File: src/hw/rtl/pidfr_div.sv
module pidfr_div (
	input  logic        clk,
	input  logic        arst_n,
	input  logic        start,
	input  logic [47:0] dividend,
	input  logic [15:0] divisor,
	output logic        done,
	output logic [47:0] quotient
);

	logic [15:0] rem_q;
	logic [47:0] quo_q;
	logic [5:0]  cnt_q;
	logic        busy_q;
	logic        done_q;
	logic [16:0] rem_sh;
	logic        take;
	logic [16:0] rem_sub;

	always_comb begin
		rem_sh  = {rem_q, quo_q[47]};
		take    = rem_sh >= {1'b0, divisor};
		rem_sub = rem_sh - {1'b0, divisor};
	end

	always_ff @(posedge clk or negedge arst_n) begin
		if (!arst_n) begin
			busy_q <= 1'b0;
			done_q <= 1'b0;
			cnt_q  <= '0;
		end else begin
			done_q <= 1'b0;
			if (start) begin
				busy_q <= 1'b1;
				cnt_q  <= 6'd47;
			end else if (busy_q) begin
				cnt_q <= cnt_q - 6'd1;
				if (cnt_q == 6'd0) begin
					busy_q <= 1'b0;
					done_q <= 1'b1;
				end
			end
		end
	end

	// one quotient bit per cycle, restoring
	always_ff @(posedge clk) begin
		if (start) begin
			rem_q <= '0;
			quo_q <= dividend;
		end else if (busy_q) begin
			rem_q <= take ? rem_sub[15:0] : rem_sh[15:0];
			quo_q <= {quo_q[46:0], take};
		end
	end

	assign done     = done_q;
	assign quotient = quo_q;

endmodule

File: config.mk
export PLATFORM = sky130hd
export DESIGN_NAME = pidfr_div
export DESIGN_NICKNAME = d
export VERILOG_FILES = /design/src/hw/rtl/pidfr_div.sv
export SDC_FILE = /design/constraint.sdc
export NUM_CORES = 1
export LEC_CHECK = 0
export ABC_AREA = 1
export BUFFER_PORTS_ARGS = -buffer_cell sky130_fd_sc_hd__buf_2
export CORE_MARGIN = 2
export CORE_UTILIZATION = 53
export CTS_CLUSTER_SIZE = 10
export DETAILED_ROUTE_END_ITERATION = 8
export PLACE_DENSITY = 0.83
export SLEW_MARGIN = 5
export SYNTH_ARGS = -nofsm -noshare
export SYNTH_HDL_FRONTEND = slang
export SYNTH_SLANG_ARGS = --single-unit
File: constraint.sdc
create_clock -name clk -period 2.7 [get_ports clk]
set_clock_uncertainty 0.05 [all_clocks]
set_input_delay 0.27 -clock clk [delete_from_list [all_inputs] [get_ports clk]]
set_output_delay 0.27 -clock clk [all_outputs]
set_load 0.005 [all_outputs]
* After elaboration in Yosys (flattened, before gate mapping)
Index checks and enable logic that the tools add are counted.
Word-level totals: output and inout bits 49, logic and storage cells 21, register bits 72, bits of input ports 67
Operators by class: magnitude comparators 1, reductions and logical operators 2, add/subtract/negate cells 2, mux-type cells 11
Operators by type and width (number):
- $mux W48 | 2
- $ge A17 B16 Y1 | 1
- $mux W16 | 1
- $sub A16 B16 Y16 | 1
- $mux W6 | 2
- $logic_not A6 Y1 | 1
- $mux W1 | 6
- $sub A6 B1 Y6 const B | 1
- $reduce_bool A2 Y1 | 1

* Longest topological paths before layout
Gate-level depths: netlist of run 1.
word-level depth 4, gate-level depth with buffers 15, mapped depth without buffers 15

* Worst setup path after synthesis of run 1
OpenSTA, ideal clock, no wires.
path type input-to-reg, start point input start, end point register quo_q[0], in the netlist quotient[0], enable pin, buffers on the path 2, library setup time 402 ps, data arrival time 1836 ps, data required time 2248 ps, slack 411 ps, stages 4, cell sequence clkbuf_1 -> nor2_1 -> clkbuf_1 -> inv_1
Between the ends: cells in the longest elaborated chain, start to end 1
RTL lines:
- from (decl) | RTL line 4 | input logic start,
- $reduce_bool A2 Y1 (no source line)
- to (signal assigned) | RTL line 50 | quo_q <= dividend;
- to (signal assigned) | RTL line 53 | quo_q <= {quo_q[46:0], take};
- to (decl) | RTL line 12 | logic [47:0] quo_q;
Every way passes these cells. A chain may end at the register's enable or synchronous reset.

* Worst setup path after layout of run 1
start point register rem_q[13], end point register rem_q[8]
Between the ends: cells in the longest elaborated chain, start to end 2
RTL lines:
- from (decl) | RTL line 11 | logic [15:0] rem_q;
- from (signal assigned) | RTL line 52 | rem_q <= take ? rem_sub[15:0] : rem_sh[15:0];
- $ge A17 B16 Y1 | RTL line 22 | take = rem_sh >= {1'b0, divisor};
- $mux W16 | RTL line 52
Every way passes these cells.

==> results of run 1 <==
-- cells by family (layout without fill, tap and decap cells) --
kind of cell | count (synthesis) | after routing | synth area share
flip-flops | 72 | 72 | 0.460
XOR/XNOR | 7 | 7 | 0.0144
AND/OR/NAND/NOR | 362 | 362 | 0.368
adder cells (fa/ha/maj) | 19 | 19 | 0.0575
AO/OA/AOI/OAI | 17 | 17 | 0.0223
buffers and inverters | 84 | 204 | 0.0772
-- registers in the layout, summed over array words and instances (netlist names) --
register and cells:
done 1, rem_q 16, quotient 48, busy_q 1, cnt_q 6
-- power by group through the flow --
stage          Combinational, uW  Clock (uW)  Sequential [uW]
6_report                    1810         934             1520
5_1_grt                     2060         987             1540
4_1_cts                     1800         946             1520
3_5_place_dp                1790           0             1540
3_3_place_gp                1740           0             1540
2_1_floorplan               1390           0             1500
-- tightest hold or removal path, delay by kind of cell --
family | cells | cell delay [ps]
simple gates | 2 | 90
buf+inv | 1 | 80
-- cell usage after synthesis (all sizes together) (8+ instances only) --
cell    number  area [sq um]
a21oi        9          48.8
clkbuf      12          45.0
dfrtp        8           200
dfxtp       16           320
edfxtp      48          1440
ha          18           225
inv         68           255
nand2      283          1120
nand3       29           150
nand3b      20           154
nor2        20          92.6
nor3         8          40.0
-- repair_timing --
item,CTS,global route
hold buffers,1,0
endpoints found under the hold margin,8,0
resized for setup,0,0
-- through the flow --
step / power (uW) / cells / hold WS [ps] / utilization
finish: 4270 / 783 / 135 / 0.663
global route: 4590 / 783 / 135 / 0.663
CTS: 4270 / 783 / 122 / 0.663
detailed placement: 3330 / 767 / 70.3 / 0.635
global placement: 3270 / 767 / 69.4 / 0.635
floorplan: 2890 / 561 / -75.6 / -
-- final cells by class --
type	count	area, sq um	share of cell area
clock inverters	5	81.3	0.0158
clock buffers	10	128	0.0248
repair buffers	121	623	0.121
flip-flops and latches	72	1960	0.381
inverters	68	255	0.0496
well taps	102	128	0.0248
multi-input cells	405	1970	0.383
-- cells in the final DEF (no fill, tap or decap), types with 5 or more instances in the layout --
| cell | count |
|---|---|
| xnor2_1 | 5 |
| clkbuf_8 | 9 |
| nor3_1 | 8 |
| ha_1 | 18 |
| nand3_1 | 28 |
| inv_1 | 62 |
| buf_2 | 115 |
| edfxtp_1 | 48 |
| dfrtp_1 | 8 |
| nand3b_1 | 19 |
| dfxtp_1 | 16 |
| nor2_1 | 17 |
| inv_2 | 6 |
| nand2_2 | 10 |
| a21oi_1 | 8 |
| buf_4 | 5 |
| o21ai_0 | 5 |
| nand2_1 | 270 |
-- metal layers --
layer / share of wire / global-route usage / wire, um
met3: 0.060 / 0.0425 / 619
met2: 0.50 / 0.408 / 5110
met4: 0.019 / 0.0954 / 197
met1: 0.43 / 0.312 / 4380
met5: 0 / 0 / 0
-- final timing paths --
kind | from | to | slack [ps] | cells past startpoint
max in group asynchronous | arst_n | cnt_q[1] | 2200 | 2
worst min register to register | rem_q[14] | rem_q[14] | 420 | 2
min in group asynchronous | arst_n | cnt_q[4] | 230 | 2
worst min-delay path | dividend[18] | quotient[18] | 140 | 3
worst max-delay path | rem_q[13] | rem_q[8] | 550 | 9
worst max register to register | rem_q[13] | rem_q[8] | 550 | 9
==> impl_metrics.json, run 1 <==
{
  "status": "completed",
  "critPathSlowestCell": "ha_1",
  "rows": 32,
  "cp.required_ps": 2940,
  "dieArea_sq_mm": 0.00878,
  "post_cts_buffers": 0,
  "syn_inst": 561,
  "synth_nets": 647,
  "die-width_um": 93.7,
  "hold_path.class": "primary input to register",
  "synth-seq-cells": 72,
  "vias_per_cell": 5.02,
  "netlist_area_sq_mm": 0.00426,
  "rsz0062_at_grt": "no",
  "max_slew_margin": 0.445,
  "initial_core_util": 0.549,
  "htreeDepth": 3,
  "maxCapViolations": 0,
  "worst_pin_slew_ps": 831,
  "maxSlewViolCount": 0,
  "clkPwrFrac": 0.219,
  "fmax_ghz": 0.466,
  "crit_family": "simple AND/OR/NAND/NOR gates",
  "finalCriticalPeriod_ps": 2150,
  "async_flop_share": 0.111,
  "grt_pass1_wl_um": 16700,
  "place.gp.congestion": 0.958,
  "core_area_sq_mm": 0.00777,
  "dp.final_hpwl_um": 7670,
  "worst_slack_ps": 552,
  "vias": 3934,
  "clk_latency_ps": 350,
  "clk_pin_slew_ps": 80,
  "power_frac_comb": 0.424,
  "synth_area_per_cell_sq_um": 7.60,
  "critPathMaxFanout": 18,
  "synth.distinct_cells": 33,
  "power.switching_uw": 1670,
  "nFillCells": 659,
  "max_stage_delay_ps": 370,
  "start_kind": "register",
  "synthToLayoutAreaGrowth_pct": 20.8,
  "cts_buffer_depth": 2,
  "overflow": 0,
  "antenna_cells": 0,
  "dr.pass1.iters": 5,
  "leakage_uw": 0.00283,
  "path_buf_inv": 0,
  "synth-seq-area-share": 0.460,
  "drive_above_1_share": 0.235,
  "ys_warn_count": 0,
  "power.density_mw_per_mm2": 829,
  "cts_buffers": 9,
  "ir_drop_uv": 351,
  "p_int_uw": 2600,
  "grt_pass1_vias": 3587,
  "synth_edf_count": 48,
  "io_buffers": 115,
  "hold_violations": 0,
  "antenna_found_initial": 0,
  "postRouteAntennaNets": 0,
  "wl_per_cell_um": 13.2,
  "p_sw_frac": 0.392,
  "io_pins": 116,
  "stdcell_area_sq_mm": 0.00515,
  "drc": 0,
  "routed_wl_um": 10300,
  "dp_slack_ps": 544,
  "timing.final.crit_share": 0.796,
  "grt.total_usage": 0.243,
  "die_y_um": 93.7,
  "setup_violations": 0,
  "first_iter_violations": 254,
  "clock-root-buffer": "clkbuf_8",
  "cp.arrival_ps": 2390,
  "cp_cell_sequence": "ha_1 > a21oi_1 > o21a_1 > nand2_2 > nor2_4 > nand2_4 > nand2_1 > nand3_1 > nand2_1",
  "grt_max_degree": 54,
  "synthFlopType": "edfxtp_1",
  "nets": 763,
  "end_kind": "register",
  "cts.sinks": 72,
  "crit_top_cell": "nand2_1",
  "fin_setup_tns_ps": 0,
  "cts_tree": "done",
  "placed_cell_area_sq_mm": 0.00493,
  "path_class": "register to register",
  "p_seq_frac": 0.357
}
Note: power is estimated with default switching activity, not from simulation.
==> run 2, diff against run 1 <==
- clock period: 2.7 -> 2.2 ns (I/O delays scaled with it)
==> run 2 against run 1 <==
Wire length down 0.93%; combinational power up 25%; register-to-register slack worse by 350 ps; core utilization down 0.18 points; count of clock-buffer cells in the layout unchanged; worst hold slack worse by 53 ps; power up 19%; first-iteration DRC count up 7.5%; flip-flop and latch count unchanged; global-route usage up 0.62 points; non-clock buffer count up 2; clock power up 1%; critical path type unchanged; critical endpoint is now rem_q[9].
==> impl_metrics.json, run 2 (synthesis results as in run 1) <==
{
  "min_from": "dividend[13]",
  "largest_register_ffs": 48,
  "regToRegSetupSlack_ps": 210,
  "nFillCells": 690,
  "hold_violations": 0,
  "rr_worst_depth": 12,
  "worst_pin_slew_ps": 597,
  "hold_path_end": "quotient[13]",
  "antenna_found_initial": 0,
  "clk_latency_ps": 350,
  "clock-root-buffer": "clkbuf_8",
  "vias_per_cell": 4.95,
  "mostFrequentLayoutCells": "nand2_1, buf_2, inv_1",
  "first_iter_violations": 273,
  "synthToLayoutAreaGrowth_pct": 20.5,
  "top_usage_layer": "met2",
  "worst_slack_ps": 207,
  "grt.total_usage": 0.249,
  "drive_above_1_share": 0.240,
  "power.density_mw_per_mm2": 986,
  "hold_depth": 3,
  "met3_usage": 0.0482,
  "end_kind": "register",
  "overflow": 0,
  "dp.final_hpwl_um": 7580,
  "leakage_uw": 0.00282,
  "wl_per_cell_um": 13.0,
  "fin_setup_tns_ps": 0,
  "clk_pin_slew_ps": 80,
  "maxSlewViolCount": 0,
  "ir_drop_uv": 471,
  "dp_slack_ps": 195,
  "die-width_um": 93.7,
  "drc": 0,
  "routed_wl_um": 10200,
  "setup_violations": 0,
  "critPathMaxFanout": 8,
  "dr.pass1.iters": 4,
  "rsz0062_at_grt": "no",
  "grt_pass1_vias": 3786,
  "die_y_um": 93.7,
  "status": "completed",
  "rows": 32,
  "regArea_sq_mm": 0.00196,
  "vias": 3894,
  "multi_input_area_sq_mm": 0.00197,
  "timing.final.crit_share": 0.906,
  "fmax_ghz": 0.502,
  "path_class": "register to register",
  "hold_path.class": "primary input to register",
  "cts_buffers": 9,
  "cp.arrival_ps": 2190,
  "htreeDepth": 3,
  "final_common_cell": "nand2_1",
  "io_pins": 116,
  "cts_tree": "done",
  "maxCapViolations": 0,
  "grt_max_degree": 48,
  "dieArea_sq_mm": 0.00878,
  "postRouteAntennaNets": 0,
  "met2_usage": 0.414,
  "place.gp.congestion": 0.944,
  "r2r_start": "rem_q[9]",
  "io_buffers": 115,
  "core_area_sq_mm": 0.00777,
  "cp.required_ps": 2400,
  "cts.sinks": 72,
  "rr_endpoint": "rem_q[9]",
  "nets": 765,
  "start_kind": "register",
  "finalCriticalPeriod_ps": 1990,
  "initial_core_util": 0.549,
  "cts_buffer_depth": 2,
  "max_slew_margin": 0.602,
  "grt_pass1_wl_um": 17200,
  "met1_usage": 0.316
}
run 2: cell types whose count changed in the layout (fill, tap and decap cells not counted):
cell	change
clkinvlp_4	+1
clkinv_4	+2
fa_2	+1
fa_1	-1
buf_4	+2
clkinv_2	+1
inv_2	-1
bufinv_16	-2
diode_2	+1
run 2: metal layers:
metal / part of all wire / routed length [um]
met3: 0.067 / 685
met1: 0.41 / 4220
met2: 0.49 / 5030
met5: 0 / 0
met4: 0.027 / 272
run 2: how the worst max path moves through the flow:
| stage | slack [ps] | cells after the start | start | end |
|---|---|---|---|---|
| 6_report | 210 | 12 | rem_q[9] | rem_q[9] |
| 5_1_grt | 40 | 14 | quotient[47] | rem_q[14] |
| 4_1_cts | 180 | 12 | quotient[47] | rem_q[8] |
| 3_5_place_dp | 190 | 12 | quotient[47] | rem_q[8] |
| 3_3_place_gp | 270 | 12 | quotient[47] | rem_q[8] |
| 2_1_floorplan | 60 | 3 | busy_q | quotient[0] |
run 2: per-stage QoR:
| step | area, sq um | hold slack (ps) | instances | total power (uW) | utilization |
|---|---|---|---|---|---|
| after detailed placement | 4950 | 26.9 | 769 | 4110 | 0.637 |
| after global placement | 4950 | 20.9 | 769 | 4030 | 0.637 |
| final | 5130 | 82.6 | 787 | 5060 | 0.661 |
| after global routing | 5130 | 84.6 | 786 | 5480 | 0.661 |
| after floorplan | 4270 | -126 | 561 | 3550 | - |
| after CTS | 5130 | 73.5 | 786 | 5060 | 0.660 |
run 2: area by class of cell:
| class | count | area share |
|---|---|---|
| Multi-Input combinational cell | 405 | 0.385 |
| Sequential cell | 72 | 0.382 |
| Timing Repair Buffer | 123 | 0.124 |
| Inverter | 68 | 0.0504 |
| Clock buffer | 10 | 0.0249 |
| Tap cell | 102 | 0.0249 |
| Clock inverter | 6 | 0.00853 |
| Antenna cell | 1 | 0.000487 |
run 2: where the power goes:
part	switching, uW	internal, uW
clock	531	414
combinational	1360	899
sequential	169	1690
total	2060	3000
run 2: worst max-delay path, cell delays in order (launching register included):
cell	delay, ps
dfxtp_1	340
ha_1	360
nand2_2	130
inv_2	50
nand2_2	70
nor2_2	50
nand3_1	100
nand2_2	80
nor2_4	200
buf_4	220
nand3b_1	90
nand3_1	90
nand2_1	50
run 2: timing repair:
action | in CTS | in global routing
hold endpoints to repair | 8 | 0
buffers inserted | 0 | 0
hold buffers | 1 | 0
resized for setup | 0 | 1
endpoints found under the setup margin | 0 | 1
